`src/design/assert_macros.svh`:
```
// assertion macros shared by the list store rtl
// no dependencies; included by the files that carry assertions
`ifndef ASSERT_MACROS_SVH
`define ASSERT_MACROS_SVH

// checked property, suspended while reset is asserted
`define PLS_ASSERT(lbl, clk, rst_n, prop) \
    lbl: assert property (@(posedge clk) disable iff (!(rst_n)) prop) \
        else $error("list store assertion failed");

// checked property that also holds through reset
`define PLS_ASSERT_ALWAYS(lbl, clk, prop) \
    lbl: assert property (@(posedge clk) prop) \
        else $error("list store assertion failed");

`endif

```
`src/design/pls_pkg.sv`:
```
// shared types and constants of the positional list store
// no dependencies; used by the interfaces, the cell and the top level
`timescale 1ns / 1ps

package pls_pkg;

    localparam int CAPACITY_DEF  = 64;
    localparam int WORD_BITS_DEF = 32;

    // fixed field widths of the request and response channels
    localparam int POS_W   = 7;
    localparam int DATA_W  = 32;
    localparam int COUNT_W = 7;

    typedef enum logic {
        MODE_INSERT  = 1'b0,
        MODE_EXTRACT = 1'b1
    } t_mode;

    typedef enum logic [1:0] {
        CELL_HOLD,
        CELL_INSERT,
        CELL_EXTRACT
    } t_cell_op;

endpackage

```
`src/design/pls_cell.sv`:
```
// one slot of the list: holds a word and shifts with its neighbors
// depends on pls_pkg for the cell operation codes
`timescale 1ns / 1ps

module pls_cell #(
    parameter int INDEX     = 0,
    parameter int WORD_BITS = pls_pkg::WORD_BITS_DEF,
    parameter int POS_BITS  = pls_pkg::POS_W
) (
    input  logic                  i_clk,
    input  logic                  i_rst_n,
    input  pls_pkg::t_cell_op     i_op,
    input  logic [POS_BITS-1:0]   i_pos,
    input  logic [WORD_BITS-1:0]  i_value,
    input  logic [WORD_BITS-1:0]  i_lower,
    input  logic [WORD_BITS-1:0]  i_upper,
    output logic [WORD_BITS-1:0]  o_word,
    output logic [WORD_BITS-1:0]  o_sel
);

    localparam int unsigned Idx = INDEX;

    logic [WORD_BITS-1:0] r_word;
    logic [WORD_BITS-1:0] n_word;
    logic                 w_at;
    logic                 w_above;

    assign w_at    = (Idx == 32'(i_pos));
    assign w_above = (Idx > 32'(i_pos));

    always_comb begin
        n_word = r_word;
        case (i_op)
            pls_pkg::CELL_INSERT: begin
                if (w_at) begin
                    n_word = i_value;
                end else if (w_above) begin
                    n_word = i_lower;
                end
            end
            // the top cell pulls in zero, which clears the vacated slot
            pls_pkg::CELL_EXTRACT: begin
                if (w_at || w_above) begin
                    n_word = i_upper;
                end
            end
            default: n_word = r_word;
        endcase
    end

    // cleared at reset so every slot above the count holds zero
    always_ff @(posedge i_clk) begin
        if (!i_rst_n) begin
            r_word <= '0;
        end else begin
            r_word <= n_word;
        end
    end

    assign o_word = r_word;
    assign o_sel  = w_at ? r_word : '0;

endmodule

```
`config.mk`:
```
export PLATFORM = sky130hd
export DESIGN_NAME = pls_cell
export DESIGN_NICKNAME = d
export VERILOG_FILES = /design/src/design/assert_macros.svh /design/src/design/pls_pkg.sv /design/src/design/pls_cell.sv
export SDC_FILE = /design/constraint.sdc
export NUM_CORES = 1
export LEC_CHECK = 0
export ABC_AREA = 1
export BUFFER_PORTS_ARGS = -buffer_cell sky130_fd_sc_hd__buf_2
export CAP_MARGIN = 40
export CORE_ASPECT_RATIO = 2
export CORE_MARGIN = 2
export CORE_UTILIZATION = 27
export CTS_CLUSTER_DIAMETER = 80
export DETAILED_ROUTE_END_ITERATION = 12
export SLEW_MARGIN = 20
export SYNTH_ARGS = -nofsm -noshare
export SYNTH_HDL_FRONTEND = slang
export SYNTH_SLANG_ARGS = --single-unit
export TNS_END_PERCENT = 50
```
`constraint.sdc`:
```
create_clock -name i_clk -period 2.2 [get_ports i_clk]
set_clock_uncertainty 0.1 [all_clocks]
set_input_delay 0.55 -clock i_clk [delete_from_list [all_inputs] [get_ports i_clk]]
set_output_delay 0.55 -clock i_clk [all_outputs]
set_load 0.02 [all_outputs]
```
==> impl_metrics.py, run 1 <==
metrics = {
    "status": {
        "status": "finished, final reports clean",
    },
    "critical_path": {
        "critPathTopFamily": "buffers and inverters",
        "critPathKind": "in -> out",
        "reg2reg_setup_slack_ns": 1.47,
        "critPathSlowestCell": "buf_2",
        "max_stage_delay_ns": 0.18,
        "crit_arrival_ns": 1.48,
        "r2r-start": "o_word[31]",
        "worst_setup_path_start_kind": "input pin",
        "crit_chain": "buf_2 > nor2_1 > nand2_1 > nor2_4 > inv_2 > buf_12 > nor2_1 > buf_2",
        "worstPathRequired_ns": 1.55,
        "critPathCaptureType": "output port",
        "reg2reg_depth": 2,
        "crit_fanout": 17,
        "r2r_end": "o_word[31]",
        "critPathBufInv": 4,
    },
    "global_routing": {
        "use_met2": 0.2766,
        "grt_pass1_wl_mm": 10.49,
        "grt_use_total": 0.1542,
        "grt_pass1_vias": 2267,
        "grt_use_met3": 0.01627,
        "antenna_found_initial": 0,
        "grt-busiest-layer": "met2",
        "grt_max_degree": 65,
        "grt_overflow_total": 0,
        "gr-usage-met1": 0.1842,
    },
    "clock_tree": {
        "path_clk_slew_ns": 0.05,
        "cts_sinks": 32,
        "cts-buffers-inserted": 5,
        "cts_tree": "done",
        "cts_setup_buffers": 0,
        "cts_root_buffer": "clkbuf_16",
        "cts.htree.levels": 2,
        "clk-insertion-delay-late_ns": 0.27,
        "postCtsHoldBufs": 0,
        "clockBufferDepth": 2,
    },
    "yosys": {
        "synth_cell_type_count": 13,
        "yosysSeqAreaShare": 0.2958,
        "synth_edf_count": 0,
        "synth_area_leaders": "dfxtp_1 (30%), nand2_1 (17%), nand3_1 (15%)",
        "synth_area_um2": 2166,
        "synthTopCellsByCount": "nand2_1 (98), nor2_1 (68), inv_1 (66)",
        "yosysMostFrequentCell": "nand2_1",
        "yosys_most_used_dff": "dfxtp_1",
        "ys_async_sr_fraction": 0,
        "yosys_register_bits": 32,
        "yosys.area.top_type_share": 0.2958,
        "synth_cells": 392,
        "syn_avg_cell_area_um2": 5.525,
        "syn_nets": 499,
        "ys_warn_count": 0,
        "synth_largest_area_cell": "dfxtp_1",
    },
    "place": {
        "portBuffers": 138,
        "dp_hpwl_mm": 5.015,
        "gp_congestion": 0.7698,
    },
    "run": {
        "drv_cap": 0,
    },
    "timing": {
        "post-route-period-util": 0.9680,
        "setup_viol_count_final": 0,
        "rsz0062_at_grt": "no",
        "hold_viol_final": 0,
        "setup_tns_ns": 0,
        "max_freq_ghz": 0.4696,
        "max_slew_margin": 0.5873,
        "tightest_slew_ns": 0.6168,
        "fin_crit_ns": 2.130,
        "report.final.slew_viol_count": 0,
    },
    "finish": {
        "seq_area_um2": 640.6,
        "nets": 622,
        "multi_input_area_um2": 1145,
        "drive_gt1_frac": 0.3062,
        "antenna_cells": 0,
        "largest_reg_flops": 32,
        "nFillCells": 880,
        "syn2layout_area_growth_pct": 44.31,
        "fin_util": 0.3964,
    },
    "worst_hold_path": {
        "holdCritPathClass": "reg -> reg",
        "hold_start": "o_word[3]",
        "holdPathEnd": "o_word[3]",
        "whs_path_depth": 2,
    },
    "floorplan": {
        "core_um2": 7885,
        "die_y_um": 130.7,
        "die_w_um": 67.33,
        "start_util": 0.2747,
        "ios": 171,
        "floorplan.die_area_um2": 8797,
        "fp-row-count": 46,
    },
    "pwr": {
        "ir_drop_v": 0.0002794,
        "cellLeakagePower_uw": 0.001720,
        "cellPowerDensity_nw_per_um2": 533.8,
        "fin_total_pwr_uw": 1668,
    },
    "route": {
        "num_vias": 2674,
        "wl_per_cell_um": 11.12,
        "firstDrtPassIters": 4,
        "antenna_left": 0,
        "drt_iter0_markers": 169,
        "wl_mm": 6.806,
        "via_per_inst": 4.369,
        "drc": 0,
    },
}
## stage by stage
step | hold WS, ns | area [um^2] | setup WS, ns | std cells
4_1_cts | 0.4096 | 3108 | 0.05587 | 612
2_1_floorplan | 0.4844 | 2166 | 0.005458 | 392
3_5_place_dp | 0.3961 | 2925 | 0.05655 | 604
3_3_place_gp | 0.3880 | 2925 | 0.08339 | 604
5_1_grt | 0.4316 | 3126 | 0.03253 | 612
6_report | 0.4010 | 3126 | 0.07042 | 612
## what timing repair did
action,in CTS,in global routing
endpoints found under the hold margin,0,0
endpoints found under the setup margin,0,10
resized for setup,0,8
## worst max path at each step
stage	from	end	slack, ns	cells after the start
global route	i_pos[5]	o_sel[17]	0.03	8
detailed placement	i_pos[5]	o_sel[14]	0.06	8
floorplan	i_pos[5]	o_sel[10]	0.005	7
CTS	i_pos[5]	o_sel[14]	0.06	8
finish	i_pos[5]	o_sel[14]	0.07	8
global placement	i_pos[5]	o_sel[23]	0.08	8
## cell families after synthesis
group | synth area share
xor gates and xnor gates | 0.01271
DFF | 0.2958
AOI/OAI and AO/OA | 0.07394
buffers and inverters | 0.1791
and+or+nand+nor | 0.4385
## power breakdown
group / internal, uW / total, uW / switching, uW
clock network: 595 / 833 / 238
registers: 583 / 585 / 2.21
logic: 99.3 / 250 / 151
total: 1280 / 1670 / 391
## cells in the final DEF (no fill, tap or decap)
cell | Yosys | final
a21oi_1 | 32 | 32
buf_12 | 0 | 2
buf_2 | 16 | 131
buf_4 | 2 | 12
bufinv_16 | 0 | 1
clkbuf_16 | 0 | 5
clkbuf_8 | 0 | 2
dfxtp_1 | 32 | 32
inv_1 | 66 | 65
inv_2 | 1 | 2
nand2_1 | 98 | 98
nand2_2 | 1 | 1
nand3_1 | 64 | 64
nor2_1 | 68 | 67
nor2_4 | 0 | 1
xor2_4 | 1 | 1
## area by class of cell
class                      instances  area share
clock buffer                       7     0.04884
clock inverter                     1    0.009608
inverter                          67     0.08046
multi-input combinational        264      0.3663
sequential                        32      0.2050
tap                               96     0.03843
timing repair buffer             145      0.2514
## routing by layer
metal / part of all wire / wire [um] / up-vias
li1: - / - / 1426
met1: 0.40 / 2733 / 1167
met2: 0.55 / 3718 / 77
met3: 0.040 / 275 / 4
met4: 0.011 / 78 / 0
met5: 0 / 0 / -
## worst register-to-register path, cell delays in order, from the launching register on
cell	delay (ns)
dfxtp_1	0.34
a21oi_1	0.13
nor2_1	0.06
(Power assumes the default switching activity.)
==> run 2: changes to the inputs <==
--- a/config.mk
+++ b/config.mk
@@ -13,6 +13,7 @@
 export CORE_UTILIZATION = 27
 export CTS_CLUSTER_DIAMETER = 80
 export DETAILED_ROUTE_END_ITERATION = 12
+export SETUP_SLACK_MARGIN = 0.1
 export SLEW_MARGIN = 20
 export SYNTH_ARGS = -nofsm -noshare
 export SYNTH_HDL_FRONTEND = slang
==> run 2 against run 1 <==
Combinational power rose by 3%. First-iteration DRC count fell by 17%. Critical path type unchanged. Total power fell by 11%. Core utilization rose by 3.8 points. Sequential share of layout area fell by 1.8 points. Register-to-register slack improved by 0.02 ns.
==> impl_metrics.py, run 2 (synthesis results as in run 1) <==
metrics = {
    "floorplan": {
        "core_um2": 7885,
        "start_util": 0.2747,
        "die_y_um": 130.7,
        "floorplan.die_area_um2": 8797,
        "fp-row-count": 46,
        "die_w_um": 67.33,
        "ios": 171,
    },
    "critical_path": {
        "worstSetupStartpoint": "i_pos[3]",
        "critPathCaptureType": "output port",
        "critPathTopFamily": "buffers and inverters",
        "critPathSlowestCell": "clkbuf_16",
        "critPathBufInv": 4,
        "worst_setup_path_start_kind": "input pin",
        "crit_chain": "buf_2 > nor2_1 > nand2_2 > nor2_4 > inv_4 > clkbuf_16 > nor2_4 > buf_2",
        "worstPathRequired_ns": 1.55,
        "r2r_end": "o_word[13]",
        "max_stage_delay_ns": 0.19,
        "crit_fanout": 7,
        "critPathKind": "in -> out",
        "reg2reg_setup_slack_ns": 1.49,
        "r2r-start": "o_word[13]",
        "crit_arrival_ns": 1.48,
        "reg2reg_depth": 2,
    },
    "timing": {
        "timing.final.ws_setup_ns": 0.07428,
        "report.final.slew_viol_count": 0,
        "hold_viol_final": 0,
        "setup_viol_count_final": 0,
        "max_slew_margin": 0.5748,
        "fin_crit_ns": 2.126,
        "rsz0062_at_grt": "yes",
        "hold-worst-slack_ns": 0.4092,
        "post-route-period-util": 0.9662,
        "max_freq_ghz": 0.4704,
        "tightest_slew_ns": 0.6356,
    },
    "pwr": {
        "pwr-share-comb": 0.174,
        "seqPwrFrac": 0.396,
        "swShare": 0.2590,
        "switching_power_uw": 382.5,
        "cellLeakagePower_uw": 0.001730,
        "clkPwrFrac": 0.429,
        "intPower_uw": 1094,
        "ir_drop_v": 0.0002315,
        "cellPowerDensity_nw_per_um2": 431.1,
        "fin_total_pwr_uw": 1477,
    },
    "route": {
        "antenna_left": 0,
        "wl_per_cell_um": 11.99,
        "via_per_inst": 4.450,
        "num_vias": 2732,
        "met3_length_um": 404,
        "met2_length_mm": 4.089,
        "firstDrtPassIters": 4,
        "wl_mm": 7.364,
        "drt_iter0_markers": 140,
        "wl_met1_mm": 2.796,
        "dr.max_layer_used": "met4",
        "drc": 0,
    },
    "clock_tree": {
        "cts_sinks": 32,
        "postCtsHoldBufs": 0,
        "cts.htree.levels": 2,
        "clockBufferDepth": 2,
        "cts_tree": "done",
        "clk-insertion-delay-late_ns": 0.26,
        "cts_setup_buffers": 0,
        "cts-buffers-inserted": 5,
        "cts_root_buffer": "clkbuf_16",
        "path_clk_slew_ns": 0.05,
    },
    "finish": {
        "nFillCells": 859,
        "fin_util": 0.4345,
        "multi_input_area_um2": 1383,
        "nets": 624,
        "drive_gt1_frac": 0.3733,
        "largest_reg_flops": 32,
        "layout_common_cells": "buf_2 (113), nand2_1 (96), inv_1 (65), nand3_1 (64), nor2_1 (34)",
        "final_common_cell": "buf_2",
        "seq_area_um2": 640.6,
        "fin_area_um2": 3426,
        "syn2layout_area_growth_pct": 58.17,
    },
    "place": {
        "gp_congestion": 0.7636,
        "place_ws_ns": 0.06495,
        "dp_hpwl_mm": 5.190,
        "portBuffers": 138,
        "placed_cell_area_um2": 3151,
    },
    "global_routing": {
        "grt_pass1_vias": 2337,
        "grt_pass1_wl_mm": 10.92,
        "grt_overflow_total": 0,
        "grt_max_degree": 65,
        "grt_use_total": 0.1600,
        "antenna_found_initial": 0,
    },
    "run": {
        "drv_cap": 0,
    },
    "worst_hold_path": {
        "hold_start": "o_word[5]",
        "holdCritPathClass": "reg -> reg",
        "whs_path_depth": 2,
        "holdPathEnd": "o_word[5]",
    },
    "status": {
        "status": "finished, final reports clean",
    },
}
## run 2: worst min-delay path, stage by stage, from the launching register on
cell,delay [ns]
dfxtp_1,0.34
a21oi_1,0.05
nor2_1,0.08
## run 2: worst max path at each step
| stage | to | slack (ns) | cells past startpoint |
|---|---|---|---|
| 2_1_floorplan | o_sel[10] | 0.07 | 7 |
| 3_3_place_gp | o_sel[31] | 0.07 | 8 |
| 3_5_place_dp | o_sel[31] | 0.06 | 8 |
| 4_1_cts | o_sel[31] | 0.08 | 8 |
| 5_1_grt | o_sel[25] | -0.0008 | 8 |
| 6_report | o_sel[25] | 0.07 | 8 |
## run 2: area by class of cell
cell class / count / share of cell area
diodes: 1 / 0.0007305
clock buffers: 6 / 0.03762
clock inverters: 1 / 0.001461
inverters: 67 / 0.07414
multi-input cells: 264 / 0.4036
flip-flops and latches: 32 / 0.1870
well taps: 96 / 0.03506
repair buffers: 147 / 0.2604
## run 2: per-layer routing
metal  up-vias  track usage
li1       1434            -
met1      1208       0.1862
met2        86       0.2918
met3         4      0.02911
met4         0      0.04322
met5         -            0
## run 2: repair_timing
action,4_1_cts,5_1_grt
resized for setup,13,21
pin swaps,0,1
endpoints found under the hold margin,0,0
endpoints found under the setup margin,26,32
cloned,0,2
## run 2: stage by stage
stage,setup TNS (ns),cells
final,0,614
after global placement,0,604
after floorplan,0,392
after global routing,-0.0007572,613
after detailed placement,0,604
after CTS,0,611
## run 2: power groups by stage
stage / Combinational [uW] / Clock [uW] / Sequential (uW)
after floorplan: 154 / 0 / 600
after global placement: 253 / 0 / 597
after detailed placement: 255 / 0 / 597
after CTS: 256 / 656 / 585
after global routing: 294 / 689 / 585
final: 258 / 634 / 585
==> run 3: changes to the inputs <==
--- a/config.mk
+++ b/config.mk
@@ -13,6 +13,7 @@
 export CORE_UTILIZATION = 27
 export CTS_CLUSTER_DIAMETER = 80
 export DETAILED_ROUTE_END_ITERATION = 12
+export PLACE_DENSITY = 0.63
 export SETUP_SLACK_MARGIN = 0.1
 export SLEW_MARGIN = 20
 export SYNTH_ARGS = -nofsm -noshare
==> constraint.sdc (replaced) <==
create_clock -name i_clk -period 2.4 [get_ports i_clk]
set_clock_uncertainty 0.1 [all_clocks]
set_input_delay 0.6 -clock i_clk [delete_from_list [all_inputs] [get_ports i_clk]]
set_output_delay 0.6 -clock i_clk [all_outputs]
set_load 0.02 [all_outputs]
==> run 3 against run 2 <==
Combinational power fell by 10%. Clock power fell by 9.0%. Via count fell by 1.4%. Non-clock buffer count fell by 1. Core utilization fell by 3.9 points. Die area did not move. Sequential cell count did not move. Critical path depth did not move. Count of clock-buffer cells in the layout did not move. Largest power group unchanged.
==> impl_metrics.py, run 3 (synthesis results as in run 1) <==
metrics = {
    "clock_tree": {
        "path_clk_slew_ns": 0.05,
        "clk-insertion-delay-late_ns": 0.27,
        "cts_root_buffer": "clkbuf_16",
        "cts.htree.levels": 2,
        "cts_setup_buffers": 0,
        "cts-buffers-inserted": 5,
        "cts_tree": "done",
        "cts_sinks": 32,
        "clockBufferDepth": 2,
    },
    "status": {
        "status": "finished, final reports clean",
    },
    "global_routing": {
        "grt-busiest-layer": "met2",
        "grt_pass1_wl_mm": 10.34,
        "grt_use_met3": 0.01627,
        "use_met2": 0.2679,
        "grt_use_total": 0.1518,
        "grt_max_degree": 65,
        "grt_overflow_total": 0,
        "gr-usage-met1": 0.1811,
        "grt_pass1_vias": 2252,
        "antenna_found_initial": 0,
    },
    "critical_path": {
        "worstSetupStartpoint": "i_pos[5]",
        "critPathCaptureType": "output port",
        "crit_arrival_ns": 1.56,
        "r2r-start": "o_word[15]",
        "crit_fanout": 15,
        "critPathKind": "in -> out",
        "worstPathRequired_ns": 1.70,
        "worst_setup_path_start_kind": "input pin",
    },
    "floorplan": {
        "die_w_um": 67.33,
        "core_um2": 7885,
        "fp-row-count": 46,
        "start_util": 0.2747,
        "die_y_um": 130.7,
        "ios": 171,
        "floorplan.die_area_um2": 8797,
    },
    "timing": {
        "setup_viol_count_final": 0,
        "tightest_slew_ns": 0.6306,
        "timing.final.ws_setup_ns": 0.1433,
        "report.final.slew_viol_count": 0,
        "setup_tns_ns": 0,
        "max_freq_ghz": 0.4431,
        "post-route-period-util": 0.9403,
        "hold_viol_final": 0,
        "rsz0062_at_grt": "no",
        "max_slew_margin": 0.5781,
        "fin_crit_ns": 2.257,
    },
    "finish": {
        "fin_area_um2": 3119,
        "layout_common_cells": "buf_2 (124), nand2_1 (97), inv_1 (65), nand3_1 (64), nor2_1 (63)",
        "drive_gt1_frac": 0.3140,
        "syn2layout_area_growth_pct": 44.02,
        "fin_util": 0.3956,
        "final_common_cell": "buf_2",
        "nets": 623,
        "antenna_cells": 0,
        "largest_reg_flops": 32,
    },
    "route": {
        "drc": 0,
        "firstDrtPassIters": 4,
        "antenna_left": 0,
        "num_vias": 2693,
        "wl_mm": 6.976,
        "drt_iter0_markers": 68,
        "via_per_inst": 4.400,
        "wl_per_cell_um": 11.40,
    },
    "pwr": {
        "ir_drop_v": 0.0002794,
        "cellPowerDensity_nw_per_um2": 431.4,
        "cellLeakagePower_uw": 0.001704,
    },
    "place": {
        "dp_hpwl_mm": 5.061,
        "placed_cell_area_um2": 2913,
        "place_ws_ns": 0.1490,
        "portBuffers": 138,
        "gp_congestion": 0.7963,
    },
    "worst_hold_path": {
        "hold_start": "o_word[3]",
        "holdCritPathClass": "reg -> reg",
    },
    "run": {
        "drv_cap": 0,
    },
}
[run 3: changes by cell type in the layout (fill, tap and decap cells not counted), moves of 3 or more]
cell    delta
buf_2     +11
buf_4      -7
buf_6      -3
nor2_1    +29
nor2_4    -30
[run 3: repair_timing]
item / in CTS / in global routing
hold endpoints to repair: 0 / 0
hold buffers: 0 / 0
resized for setup: 0 / 20
setup endpoints to repair: 0 / 30
[run 3: final cells by class]
type	instances	area, um^2
inverters	67	251.5
well taps	96	120.1
multi-input cells	264	1157
fillers	862	4766
clock buffers	6	128.9
clock inverters	1	5.005
flip-flops and latches	32	640.6
repair buffers	146	815.8
[run 3: through the flow]
step / total power [uW] / hold WS [ns] / cells
final: 1346 / 0.3972 / 612
after global routing: 1421 / 0.4229 / 612
after CTS: 1365 / 0.4071 / 611
after detailed placement: 777.6 / 0.3941 / 604
after global placement: 776.6 / 0.3861 / 604
after floorplan: 687.9 / 0.4844 / 392
[run 3: final timing paths]
kind	to	slack, ns	cells past startpoint
setup / recovery	o_sel[8]	0.14	8
hold / removal	o_word[3]	0.40	2
setup reg to reg	o_word[15]	1.67	2
hold reg to reg	o_word[3]	0.40	2
[run 3: metal layers]
| layer | vias up | wire length [um] |
|---|---|---|
| met5 | - | 0 |
| met4 | 0 | 200 |
| met3 | 14 | 270 |
| met2 | 85 | 3845 |
| met1 | 1168 | 2659 |
| li1 | 1426 | - |
[run 3: power by group]
part	total, uW	internal, uW	switching, uW
registers	537	535	2.05
logic	231	92.8	139
clock network	577	376	202
[run 3: worst max-delay path: stages]
cell and delay, ns:
buf_2 0.10, nor2_2 0.13, nand2_2 0.09, nor2_4 0.11
inv_2 0.08, clkbuf_16 0.18, nor2_1 0.09, buf_2 0.17
